### src/sv/qclh_pkg.sv
// Shared types and constants for the quad channel level histogram.
// No dependencies; every other file of the block imports this package.
package qclh_pkg;

  localparam int COUNT_BITS_DEF = 24;
  localparam int FIELD_BITS     = 24;
  localparam int BYTE_BITS      = 8;
  localparam int CODE_BITS      = 2;
  localparam int NUM_CH         = 4;
  localparam int NUM_CODES      = 4;
  localparam int CH_BITS        = 2;

  localparam logic [CH_BITS-1:0]    LAST_CH      = CH_BITS'(NUM_CH - 1);
  localparam logic [FIELD_BITS-1:0] WINDOW_RESET = FIELD_BITS'(8388608);

  typedef logic [FIELD_BITS-1:0] field_t;
  typedef field_t [NUM_CODES-1:0] code_row_t;

  typedef struct packed {
    logic                     load;
    field_t                   total;
    code_row_t [NUM_CH-1:0]   counts;
  } snap_t;

endpackage

### src/sv/qclh_if.sv
// Handshake channels of the quad channel level histogram: sample input,
// report output and window length configuration. Depends on qclh_pkg.
interface qclh_in_if import qclh_pkg::*;
();
  logic                 valid;
  logic                 ready;
  logic [BYTE_BITS-1:0] sample_byte;

  modport source(output valid, output sample_byte, input ready);
  modport sink(input valid, input sample_byte, output ready);
endinterface

interface qclh_out_if import qclh_pkg::*;
();
  logic               valid;
  logic               ready;
  logic [CH_BITS-1:0] channel_index;
  field_t             count_code_zero;
  field_t             count_code_one;
  field_t             count_code_two;
  field_t             count_code_three;
  field_t             window_total;
  logic               last_channel;

  modport source(output valid, output channel_index, output count_code_zero,
                 output count_code_one, output count_code_two, output count_code_three,
                 output window_total, output last_channel, input ready);
  modport sink(input valid, input channel_index, input count_code_zero,
               input count_code_one, input count_code_two, input count_code_three,
               input window_total, input last_channel, output ready);
endinterface

interface qclh_cfg_if import qclh_pkg::*;
();
  logic   valid;
  logic   ready;
  field_t window_length;

  modport source(output valid, output window_length, input ready);
  modport sink(input valid, input window_length, output ready);
endinterface

### src/sv/qclh_in_reg.sv
// Input register for sample beats of the level histogram.
// Depends on qclh_pkg and qclh_in_if.
module qclh_in_reg import qclh_pkg::*;
(
  input  logic                 clk,
  input  logic                 rst_n,
  qclh_in_if.sink              in_ch,
  input  logic                 advance,
  output logic                 byte_vld,
  output logic [BYTE_BITS-1:0] sample_byte
);

  logic                 vld_r, vld_nxt;
  logic [BYTE_BITS-1:0] byte_r;
  logic                 take;

  assign in_ch.ready = !vld_r || advance;
  assign take        = in_ch.valid && in_ch.ready;

  always_comb begin
    vld_nxt = vld_r;
    if (take) begin
      vld_nxt = 1'b1;
    end else if (advance) begin
      vld_nxt = 1'b0;
    end
  end

  always_ff @(posedge clk) begin
    if (!rst_n) begin
      vld_r <= 1'b0;
    end else begin
      vld_r <= vld_nxt;
    end
  end

  always_ff @(posedge clk) begin
    if (take) begin
      byte_r <= in_ch.sample_byte;
    end
  end

  assign byte_vld    = vld_r;
  assign sample_byte = byte_r;

endmodule

### src/sv/qclh_counter.sv
// Per-channel code counters, window byte counter and window close detection.
// Depends on qclh_pkg.
module qclh_counter import qclh_pkg::*;
#(
  parameter int COUNT_BITS = COUNT_BITS_DEF
)
(
  input  logic                 clk,
  input  logic                 rst_n,
  input  logic                 byte_vld,
  input  logic [BYTE_BITS-1:0] sample_byte,
  input  field_t               window_length,
  input  logic                 buf_free,
  output logic                 advance,
  output snap_t                snap
);

  localparam int CMP_BITS = (COUNT_BITS > FIELD_BITS) ? COUNT_BITS : FIELD_BITS;

  typedef logic [COUNT_BITS-1:0] cnt_t;

  cnt_t                 level_r   [NUM_CH][NUM_CODES];
  cnt_t                 level_nxt [NUM_CH][NUM_CODES];
  cnt_t                 level_inc [NUM_CH][NUM_CODES];
  cnt_t                 wcount_r, wcount_nxt, wcount_inc;
  logic [CODE_BITS-1:0] codes [NUM_CH];
  logic [CMP_BITS-1:0]  inc_ext, len_ext;
  logic                 close;

  function automatic field_t to_field(cnt_t v);
    logic [CMP_BITS-1:0] e;
    e = CMP_BITS'(v);
    return e[FIELD_BITS-1:0];
  endfunction

  always_comb begin
    wcount_inc = wcount_r + cnt_t'(1);
    inc_ext    = CMP_BITS'(wcount_inc);
    len_ext    = CMP_BITS'(window_length);
    close      = (inc_ext >= len_ext) || (wcount_inc == '1);
    advance    = byte_vld && (!close || buf_free);

    for (int ch = 0; ch < NUM_CH; ch++) begin
      codes[ch] = sample_byte[BYTE_BITS-1-CODE_BITS*ch -: CODE_BITS];
    end

    snap.load  = byte_vld && close && buf_free;
    snap.total = to_field(wcount_inc);
    wcount_nxt = wcount_r;
    if (advance) begin
      wcount_nxt = close ? '0 : wcount_inc;
    end

    for (int ch = 0; ch < NUM_CH; ch++) begin
      for (int cd = 0; cd < NUM_CODES; cd++) begin
        level_inc[ch][cd]   = level_r[ch][cd] + cnt_t'(codes[ch] == CODE_BITS'(cd));
        snap.counts[ch][cd] = to_field(level_inc[ch][cd]);
        level_nxt[ch][cd]   = level_r[ch][cd];
        if (advance) begin
          level_nxt[ch][cd] = close ? '0 : level_inc[ch][cd];
        end
      end
    end
  end

  always_ff @(posedge clk) begin
    if (!rst_n) begin
      wcount_r <= '0;
      for (int ch = 0; ch < NUM_CH; ch++) begin
        for (int cd = 0; cd < NUM_CODES; cd++) begin
          level_r[ch][cd] <= '0;
        end
      end
    end else begin
      wcount_r <= wcount_nxt;
      level_r  <= level_nxt;
    end
  end

endmodule

### src/sv/qclh_report.sv
// Report buffer: holds one closed window and sends it as four channel beats.
// Depends on qclh_pkg and qclh_out_if.
module qclh_report import qclh_pkg::*;
(
  input  logic       clk,
  input  logic       rst_n,
  input  snap_t      snap,
  output logic       buf_free,
  qclh_out_if.source out_ch
);

  logic                   busy_r, busy_nxt;
  logic [CH_BITS-1:0]     idx_r, idx_nxt;
  field_t                 total_r;
  code_row_t [NUM_CH-1:0] counts_r;
  code_row_t              row;
  logic                   fire;

  assign fire     = busy_r && out_ch.ready;
  assign buf_free = !busy_r || (out_ch.ready && idx_r == LAST_CH);

  always_comb begin
    busy_nxt = busy_r;
    idx_nxt  = idx_r;
    if (snap.load) begin
      busy_nxt = 1'b1;
      idx_nxt  = '0;
    end else if (fire) begin
      if (idx_r == LAST_CH) begin
        busy_nxt = 1'b0;
      end else begin
        idx_nxt = idx_r + CH_BITS'(1);
      end
    end
  end

  always_ff @(posedge clk) begin
    if (!rst_n) begin
      busy_r <= 1'b0;
      idx_r  <= '0;
    end else begin
      busy_r <= busy_nxt;
      idx_r  <= idx_nxt;
    end
  end

  always_ff @(posedge clk) begin
    if (snap.load) begin
      total_r  <= snap.total;
      counts_r <= snap.counts;
    end
  end

  always_comb begin
    row                     = counts_r[idx_r];
    out_ch.valid            = busy_r;
    out_ch.channel_index    = idx_r;
    out_ch.count_code_zero  = row[0];
    out_ch.count_code_one   = row[1];
    out_ch.count_code_two   = row[2];
    out_ch.count_code_three = row[3];
    out_ch.window_total     = total_r;
    out_ch.last_channel     = (idx_r == LAST_CH);
  end

endmodule

### src/sv/quad_channel_level_histogram.sv
// Quad channel level histogram: each sample beat carries four 2-bit codes,
// channel 0 in bits 7:6 down to channel 3 in bits 1:0. The block counts each
// code per channel and the bytes of the current window. When the byte count
// reaches window_length (0 acts as 1; the counter's all-ones value also
// closes), it sends four report beats, channel 0 first, the last one flagged
// by last_channel, and clears all counts. The closing byte is counted.
// Throughput: one sample beat per cycle, set by the single counter stage,
// while the report buffer has room. A closed window occupies the report
// buffer for four output beats; a further window that closes before the
// fourth beat leaves holds the input until then, so windows shorter than
// four bytes are paced by the four report beats of each window. The first
// report beat is valid once the closing sample beat has passed the input
// register and been loaded into the report buffer, once that buffer is free.
// Receiver stall: report beats hold; sampling continues until the next
// window close needs the buffer, then in_ch.ready drops.
// cfg_ch is always ready; write only while idle. Reset (rst_n, synchronous)
// clears all counts and sets window_length to 8388608.
// Depends on qclh_pkg, qclh_if, qclh_in_reg, qclh_counter and qclh_report.
module quad_channel_level_histogram import qclh_pkg::*;
#(
  parameter int COUNT_BITS = COUNT_BITS_DEF
)
(
  input  logic       clk,
  input  logic       rst_n,
  qclh_in_if.sink    in_ch,
  qclh_out_if.source out_ch,
  qclh_cfg_if.sink   cfg_ch
);

  field_t               window_length_r;
  logic                 advance;
  logic                 byte_vld;
  logic [BYTE_BITS-1:0] sample_byte;
  logic                 buf_free;
  snap_t                snap;

  assign cfg_ch.ready = 1'b1;

  always_ff @(posedge clk) begin
    if (!rst_n) begin
      window_length_r <= WINDOW_RESET;
    end else if (cfg_ch.valid && cfg_ch.ready) begin
      window_length_r <= cfg_ch.window_length;
    end
  end

  qclh_in_reg u_in_reg (
    .clk         (clk),
    .rst_n       (rst_n),
    .in_ch       (in_ch),
    .advance     (advance),
    .byte_vld    (byte_vld),
    .sample_byte (sample_byte)
  );

  qclh_counter #(
    .COUNT_BITS (COUNT_BITS)
  ) u_counter (
    .clk           (clk),
    .rst_n         (rst_n),
    .byte_vld      (byte_vld),
    .sample_byte   (sample_byte),
    .window_length (window_length_r),
    .buf_free      (buf_free),
    .advance       (advance),
    .snap          (snap)
  );

  qclh_report u_report (
    .clk      (clk),
    .rst_n    (rst_n),
    .snap     (snap),
    .buf_free (buf_free),
    .out_ch   (out_ch)
  );

endmodule

### src/flat_wrapper.sv
// flat-port wrapper written by rule: the top's interface ports become plain ports
module quad_channel_level_histogram_flat import qclh_pkg::*;
#(
  parameter int COUNT_BITS = COUNT_BITS_DEF
)
  (clk, rst_n, in_ch_valid, in_ch_sample_byte, in_ch_ready, out_ch_valid, out_ch_channel_index, out_ch_count_code_zero, out_ch_count_code_one, out_ch_count_code_two, out_ch_count_code_three, out_ch_window_total, out_ch_last_channel, out_ch_ready, cfg_ch_valid, cfg_ch_window_length, cfg_ch_ready);
  qclh_in_if in_ch_i ();
  qclh_out_if out_ch_i ();
  qclh_cfg_if cfg_ch_i ();
  input  logic clk;
  input  logic rst_n;
  input wire logic [$bits(in_ch_i.valid)-1:0] in_ch_valid;
  input wire logic [$bits(in_ch_i.sample_byte)-1:0] in_ch_sample_byte;
  output wire logic [$bits(in_ch_i.ready)-1:0] in_ch_ready;
  output wire logic [$bits(out_ch_i.valid)-1:0] out_ch_valid;
  output wire logic [$bits(out_ch_i.channel_index)-1:0] out_ch_channel_index;
  output wire logic [$bits(out_ch_i.count_code_zero)-1:0] out_ch_count_code_zero;
  output wire logic [$bits(out_ch_i.count_code_one)-1:0] out_ch_count_code_one;
  output wire logic [$bits(out_ch_i.count_code_two)-1:0] out_ch_count_code_two;
  output wire logic [$bits(out_ch_i.count_code_three)-1:0] out_ch_count_code_three;
  output wire logic [$bits(out_ch_i.window_total)-1:0] out_ch_window_total;
  output wire logic [$bits(out_ch_i.last_channel)-1:0] out_ch_last_channel;
  input wire logic [$bits(out_ch_i.ready)-1:0] out_ch_ready;
  input wire logic [$bits(cfg_ch_i.valid)-1:0] cfg_ch_valid;
  input wire logic [$bits(cfg_ch_i.window_length)-1:0] cfg_ch_window_length;
  output wire logic [$bits(cfg_ch_i.ready)-1:0] cfg_ch_ready;
  assign in_ch_i.valid = in_ch_valid;
  assign in_ch_i.sample_byte = in_ch_sample_byte;
  assign in_ch_ready = in_ch_i.ready;
  assign out_ch_valid = out_ch_i.valid;
  assign out_ch_channel_index = out_ch_i.channel_index;
  assign out_ch_count_code_zero = out_ch_i.count_code_zero;
  assign out_ch_count_code_one = out_ch_i.count_code_one;
  assign out_ch_count_code_two = out_ch_i.count_code_two;
  assign out_ch_count_code_three = out_ch_i.count_code_three;
  assign out_ch_window_total = out_ch_i.window_total;
  assign out_ch_last_channel = out_ch_i.last_channel;
  assign out_ch_i.ready = out_ch_ready;
  assign cfg_ch_i.valid = cfg_ch_valid;
  assign cfg_ch_i.window_length = cfg_ch_window_length;
  assign cfg_ch_ready = cfg_ch_i.ready;
  quad_channel_level_histogram #(.COUNT_BITS(COUNT_BITS)) u_core (.clk(clk), .rst_n(rst_n), .in_ch(in_ch_i), .out_ch(out_ch_i), .cfg_ch(cfg_ch_i));
endmodule
### config.mk
export PLATFORM = sky130hd
export DESIGN_NAME = quad_channel_level_histogram_flat
export DESIGN_NICKNAME = d
export VERILOG_FILES = /design/src/sv/qclh_pkg.sv /design/src/sv/qclh_if.sv /design/src/sv/qclh_in_reg.sv /design/src/sv/qclh_counter.sv /design/src/sv/qclh_report.sv /design/src/sv/quad_channel_level_histogram.sv /design/src/flat_wrapper.sv
export SDC_FILE = /design/constraint.sdc
export NUM_CORES = 1
export LEC_CHECK = 0
export ABC_AREA = 1
export BUFFER_PORTS_ARGS = -buffer_cell sky130_fd_sc_hd__buf_2
export CORE_ASPECT_RATIO = 1.4
export CORE_MARGIN = 10
export CORE_UTILIZATION = 30
export DETAILED_ROUTE_END_ITERATION = 16
export MAX_ROUTING_LAYER = met4
export PLACE_DENSITY = 0.46
export RECOVER_POWER = 50
export SLEW_MARGIN = 30
export SYNTH_ARGS = -nofsm -noshare
export SYNTH_HDL_FRONTEND = slang
export SYNTH_SLANG_ARGS = --single-unit
### constraint.sdc
create_clock -name clk -period 21.2 [get_ports clk]
set_input_delay 4.24 -clock clk [delete_from_list [all_inputs] [get_ports clk]]
set_output_delay 4.24 -clock clk [all_outputs]
set_load 0.1 [all_outputs]
==> flow_summary_export.csv, run 1 <==
group,metric,value,unit
layout,design_area,0.0461,mm^2
setup_path,rr_worst_depth,21,
placement,dpl_cell_area,0.0430,mm^2
pwr,powerDensity,76.9,mW/mm^2
yosys,ys_types,36,
clocking,cts_setup_buffers,0,
flow_run,maxCapViolCount,10,
yosys,ys_warn_count,0,
yosys,syn_avg_cell_area,8.91,um^2
sta,fin_crit,14.32,ns
clocking,cts_root_buf,"clkbuf_16",
setup_path,worstPathArrival,14.63,ns
global_routing,grt_pass1_vias,33200,
setup_path,critPathKind,"in2reg",
clocking,cts.repair.resized,0,
yosys,syn_area,0.0410,mm^2
placement,pre_cts_ws,11.81,ns
global_routing,grt_max_degree,188,
yosys,ys_seq_area_share,51.8,%
sta,slew_headroom,-322,%
hold_path,holdPathStages,2,
clocking,cts_buffer_depth,3,
placement,placed_cells,6232,
sta,finalHoldViolCount,0,
floorplanning,start_util,30.2,%
floorplanning,die_w,332,um
sta,finalSetupViolCount,0,
sta,max_freq,0.0698,GHz
setup_path,cp_max_fo,119,
layout,layout-drive-gt1-share,7.05,%
yosys,synth_edf_count,416,
sta,timing.setup.tns,0,ns
pwr,intPower,2.75,mW
run_status,status,"complete, but fails checks",
pwr,swShare,22.4,%
layout,final_cells,6415,
placement,gp_congestion,0.823,
yosys,yosys.area.top_type,"edfxtp_1",
sta,fin_crit_sh,67.5,%
drt,route.detailed.drc,0,
clocking,cts.sinks,852,
drt,drt_first_pass_iters,5,
yosys,ys_ff_latch,852,
drt,wl,132000,um
sta,rsz0062_at_grt,"false",
floorplanning,rows,160,
placement,dpl.hpwl,79300,um
setup_path,critPathRequiredTime,21.51,ns
sta,whs,0.471,ns
clocking,cts_tree,"yes",
clocking,holdBufCountCts,0,
floorplanning,die_h,457,um
yosys,synth_nets,4695,
yosys,synth_top_area_share,30.5,%
pwr,seqPwrFrac,48.5,%
clocking,insertion_delay,0.71,ns
floorplanning,fp.dieArea,0.152,mm^2
pwr,leakage,15.5,nW
pwr,power.share.clock,48.9,%
drt,postRouteAntennaNets,0,
yosys,ys_dominant_reg_cell,"dfxtp_1",
drt,wire_per_inst,20.5,um
layout,nets,4644,
drt,vias_per_cell,5.30,
hold_path,hold_class,"reg2reg",
drt,drtIter0Drc,2532,
clocking,clkSlewWorstSetupHoldPaths,0.06,ns
setup_path,worstSetupEndpointType,"register",
global_routing,antenna_found_initial,6,
run_status,violations,"max-capacitance violations, max-slew violations",
clocking,cts_buffers,92,
sta,skew,0.0333,ns
pwr,power,3.55,mW
floorplanning,core,0.136,mm^2
sta,worst_slack,6.88,ns
global_routing,track_usage,17.0,%
yosys,netlist_top_cells_area,"edfxtp_1 30%, dfxtp_1 21%, nand4_1 7.3%",
drt,vias,34000,
global_routing,grt_pass1_wl,203000,um
pwr,ir_drop,0.0000560,V
sta,drv_slew,765,
sta,worst-slew-pin-transition,6.32,ns
pwr,net-switching-power,0.797,mW
setup_path,startpoint_type,"primary input",
layout,fillers,14200,
clocking,cts.htree.levels,3,
yosys,async_reset_ff_share,0,%
pwr,pwr-share-comb,2.6,%
global_routing,grt_overflow,0,
layout,area_growth,12.6,%
layout,fin_util,34.0,%
yosys,syn_inst,4599,
floorplanning,io_pins,163,
placement,port_buffers,161,
## layout make-up
class / count / area (um^2) / share of cell area, %
repair buffers: 199 / 1170 / 2.55
clock inverters: 41 / 561 / 1.22
clock buffers: 131 / 2650 / 5.75
flip-flops and latches: 852 / 21200 / 46.0
diodes: 7 / 17.5 / 0.0380
multi-input cells: 3169 / 17400 / 37.7
well taps: 1782 / 2230 / 4.83
inverters: 234 / 886 / 1.92
## critical path, stage by stage
cell and delay, ns:
clkbuf_1 0.50, clkinvlp_2 2.78, clkbuf_1 2.34, clkbuf_1 4.55, a21oi_1 0.03
## power groups by stage
stage	Sequential (mW)	Combinational [mW]	Clock, mW
2_1_floorplan	1.76	0.0637	0
3_3_place_gp	1.76	0.0934	0
3_5_place_dp	1.76	0.0944	0
4_1_cts	1.72	0.0946	1.79
5_1_grt	1.72	0.102	1.85
6_report	1.72	0.0931	1.73
## Yosys cell counts, types with 3 or more instances
cell	instances
nand2_1	421
nand3b_1	7
buf_2	58
clkbuf_1	214
nand3_1	520
xnor2_1	130
edfxtp_1	416
buf_6	10
inv_1	232
nor2_1	410
o21ai_0	224
a31oi_1	3
ha_1	59
o22ai_1	96
nand4_1	480
dfxtp_1	436
xor2_1	219
nand2_2	3
a21oi_1	448
nor4_1	22
nor2_2	6
nor3_1	108
buf_4	3
buf_1	58
## kinds of logic after synthesis
logic type / share of synthesized area [%]
XOR/XNOR: 7.54
buffers and inverters: 5.71
AND/OR/NAND/NOR: 23.3
adder cells (fa/ha/maj): 1.80
other: 0.00916
flip-flops: 51.8
AO/OA/AOI/OAI: 9.79
## final timing paths
kind                                             start                                    endpoint  slack, ns
min reg2reg    u_core.window_length_r[22]$_SDFFE_PN0P_     u_core.window_length_r[22]$_SDFFE_PN0P_       0.47
max reg2reg  u_core.u_counter.wcount_r[1]$_SDFFE_PN0P_  u_core.u_counter.level_r[298]$_SDFFE_PN0P_       7.74
min            u_core.window_length_r[22]$_SDFFE_PN0P_     u_core.window_length_r[22]$_SDFFE_PN0P_       0.47
max                                              rst_n  u_core.u_counter.level_r[141]$_SDFFE_PN0P_       6.88
## sequential cells by signal, summed over array words and instances, names as in the netlist
name	count
u_core.u_counter.level_r	384
u_core.u_report.counts_r	384
u_core.u_counter.wcount_r	24
u_core.u_report.out_ch.window_total	24
u_core.window_length_r	24
u_core.u_in_reg.sample_byte	8
u_core.u_report.out_ch.channel_index	2
u_core.u_in_reg.byte_vld	1
u_core.u_report.out_ch.valid	1
## layer usage
metal	global-route usage (%)	vias to the layer above	wire [um]
li1	-	16300	-
met2	28.3	716	65300
met3	2.06	165	5250
met5	-	-	0
met1	21.4	16800	58100
met4	5.04	0	3010
## cell usage in the layout, fill, tap and decap left out, types with 12 or more instances in the layout
| cell type | Yosys | layout |
|---|---|---|
| nor4_1 | 22 | 22 |
| nor3_1 | 108 | 108 |
| clkbuf_1 | 214 | 52 |
| inv_1 | 232 | 231 |
| clkbuf_16 | 0 | 96 |
| buf_2 | 58 | 139 |
| clkbuf_8 | 0 | 12 |
| nand4_1 | 480 | 480 |
| buf_4 | 3 | 19 |
| a21oi_1 | 448 | 448 |
| nand3_1 | 520 | 521 |
| o21ai_0 | 224 | 224 |
| nor2_1 | 410 | 415 |
| clkinv_2 | 0 | 14 |
| ha_1 | 59 | 59 |
| nand2_1 | 421 | 422 |
| dfxtp_1 | 436 | 433 |
| xnor2_1 | 130 | 130 |
| xor2_1 | 219 | 221 |
| bufinv_16 | 0 | 12 |
| edfxtp_1 | 416 | 416 |
| o22ai_1 | 96 | 96 |
No activity file was read; power rests on OpenSTA's default activity.
==> inputs of run 2 (changes only) <==
--- a/config.mk
+++ b/config.mk
@@ -12,7 +12,7 @@
 export CORE_UTILIZATION = 30
 export DETAILED_ROUTE_END_ITERATION = 16
 export MAX_ROUTING_LAYER = met4
-export PLACE_DENSITY = 0.46
+export PLACE_DENSITY = 0.45
 export RECOVER_POWER = 50
 export SLEW_MARGIN = 30
 export SYNTH_ARGS = -nofsm -noshare
==> constraint.sdc (replaced) <==
create_clock -name clk -period 14.5 [get_ports clk]
set_input_delay 2.9 -clock clk [delete_from_list [all_inputs] [get_ports clk]]
set_output_delay 2.9 -clock clk [all_outputs]
set_load 0.1 [all_outputs]
==> run 2 against run 1 <==
Critical path depth is the same. Critical endpoint is now u_core.window_length_r[23]$_SDFFE_PN1P_. Die area stayed put. The run still ends with max-capacitance violations, max-slew violations left. Wire length is 2.3% higher.
==> flow_summary_export.csv, run 2 (synthesis results as in run 1) <==
group,metric,value,unit
drt,wl,135000,um
setup_path,max_stage_delay,4.34,ns
setup_path,cp_top_family,"buffers and inverters",
layout,layout-drive-gt1-share,7.05,%
floorplanning,rows,160,
pwr,swShare,22.9,%
layout,final_common_cell,"nand3_1",
drt,postRouteAntennaNets,0,
floorplanning,io_pins,163,
placement,port_buffers,161,
placement,dpl.hpwl,81900,um
global_routing,grt_overflow,0,
clocking,holdBufCountCts,0,
floorplanning,fp.dieArea,0.152,mm^2
run_status,status,"complete, but fails checks",
clocking,cts_tree,"yes",
sta,whs,0.475,ns
clocking,cts_root_buf,"clkbuf_16",
layout,design_area,0.0461,mm^2
drt,drt_first_pass_iters,5,
pwr,intPower,4.01,mW
hold_path,holdPathStages,2,
global_routing,track_usage,17.4,%
setup_path,worstSetupEndpointType,"register",
floorplanning,start_util,30.2,%
layout,area_growth,12.6,%
floorplanning,die_h,457,um
placement,dpl_cell_area,0.0430,mm^2
setup_path,cpMaxStageDelayCell,"clkinvlp_2",
pwr,net-switching-power,1.19,mW
global_routing,antenna_found_initial,3,
sta,timing.setup.tns,0,ns
pwr,leakage,15.5,nW
layout,fillers,14100,
sta,finalSetupViolCount,0,
drt,vias_per_cell,5.31,
drt,wire_per_inst,21.0,um
setup_path,path_cells,"buf_2 -> clkinvlp_2 -> clkbuf_1 -> a21oi_1 -> o21ai_0",
clocking,cts_setup_buffers,0,
clocking,cts_buffer_depth,3,
layout,top_regs,"u_core.u_counter.level_r: 384 flops, u_core.u_report.counts_r: 384 flops",
clocking,cts.repair.resized,0,
setup_path,startpoint_type,"primary input",
floorplanning,die_w,332,um
floorplanning,core,0.136,mm^2
flow_run,maxCapViolCount,5,
clocking,cts.htree.levels,3,
clocking,cts.sinks,852,
setup_path,crit_buf_inv,3,
sta,rsz0062_at_grt,"false",
setup_path,cp_max_fo,127,
setup_path,crit_cells,5,
pwr,ir_drop,0.0000819,V
pwr,powerDensity,113,mW/mm^2
pwr,pwr-share-comb,2.6,%
sta,fin_crit_sh,71.9,%
setup_path,critPathKind,"in2reg",
global_routing,grt_max_degree,174,
placement,gp_congestion,0.811,
setup_path,critPathRequiredTime,15.06,ns
pwr,seqPwrFrac,48.4,%
hold_path,hold_class,"reg2reg",
setup_path,rr_worst_depth,21,
sta,max_freq,0.0959,GHz
sta,finalHoldViolCount,0,
layout,nets,4649,
drt,route.detailed.drc,0,
sta,fin_crit,10.42,ns
run_status,violations,"max-capacitance violations, max-slew violations",
pwr,power.share.clock,49.0,%
sta,skew,0.0237,ns
pwr,power,5.21,mW
sta,worst-slew-pin-transition,5.70,ns
clocking,clkSlewWorstSetupHoldPaths,0.06,ns
sta,drv_slew,366,
clocking,insertion_delay,0.71,ns
clocking,cts_buffers,97,
global_routing,grt_pass1_vias,33600,
global_routing,grt_pass1_wl,208000,um
drt,drtIter0Drc,2424,
setup_path,worstPathArrival,10.99,ns
drt,vias,34100,
layout,layout_common_cells,"521 x nand3_1, 480 x nand4_1, 447 x a21oi_1",
sta,slew_headroom,-282,%
==> run 2: worst min-delay path, cell delays in order, from the launching register on <==
cell     delay (ns)
dfxtp_1        0.30
inv_1          0.07
a21oi_1        0.06
==> run 2: layout make-up <==
| cell class | instances | area (um^2) | area share, % |
|---|---|---|---|
| antenna | 1 | 2.50 | 0.00543 |
| clock buffer | 136 | 2740 | 5.93 |
| clock inverter | 47 | 514 | 1.11 |
| inverter | 234 | 888 | 1.93 |
| multi-input combinational | 3169 | 17400 | 37.7 |
| sequential | 852 | 21200 | 46.0 |
| tap | 1782 | 2230 | 4.83 |
| timing repair buffer | 199 | 1130 | 2.45 |
==> run 2: layer usage <==
layer	part of all wire (%)	vias to the layer above	GRT usage (%)
met1	44	16800	21.7
li1	-	16400	-
met4	2.7	0	5.71
met3	4.0	167	1.95
met2	49	753	29.2
met5	0	-	-
==> run 2: power by group through the flow <==
stage | clock network [mW] | registers (mW) | logic (mW)
floorplan | 0 | 2.57 | 0.0932
global placement | 0 | 2.57 | 0.137
detailed placement | 0 | 2.57 | 0.137
CTS | 2.62 | 2.52 | 0.137
global route | 2.71 | 2.52 | 0.148
finish | 2.55 | 2.52 | 0.136
==> run 2: through the flow <==
| step | util [%] | cells | setup slack, ns |
|---|---|---|---|
| after CTS | 34.1 | 6419 | 6.90 |
| after floorplan | - | 4599 | 4.36 |
| after global routing | 34.0 | 6420 | 3.30 |
| after global placement | 31.6 | 6235 | 7.75 |
| after detailed placement | 31.7 | 6236 | 7.68 |
| final | 34.0 | 6420 | 4.08 |
==> run 2: worst paths after layout <==
kind | from | to | slack (ns)
setup reg to reg | u_core.u_counter.wcount_r[1]$_SDFFE_PN0P_ | u_core.u_counter.level_r[357]$_SDFFE_PN0P_ | 4.86
hold / removal | u_core.window_length_r[11]$_SDFFE_PN0P_ | u_core.window_length_r[11]$_SDFFE_PN0P_ | 0.47
setup / recovery | rst_n | u_core.window_length_r[23]$_SDFFE_PN1P_ | 4.08
hold reg to reg | u_core.window_length_r[11]$_SDFFE_PN0P_ | u_core.window_length_r[11]$_SDFFE_PN0P_ | 0.47
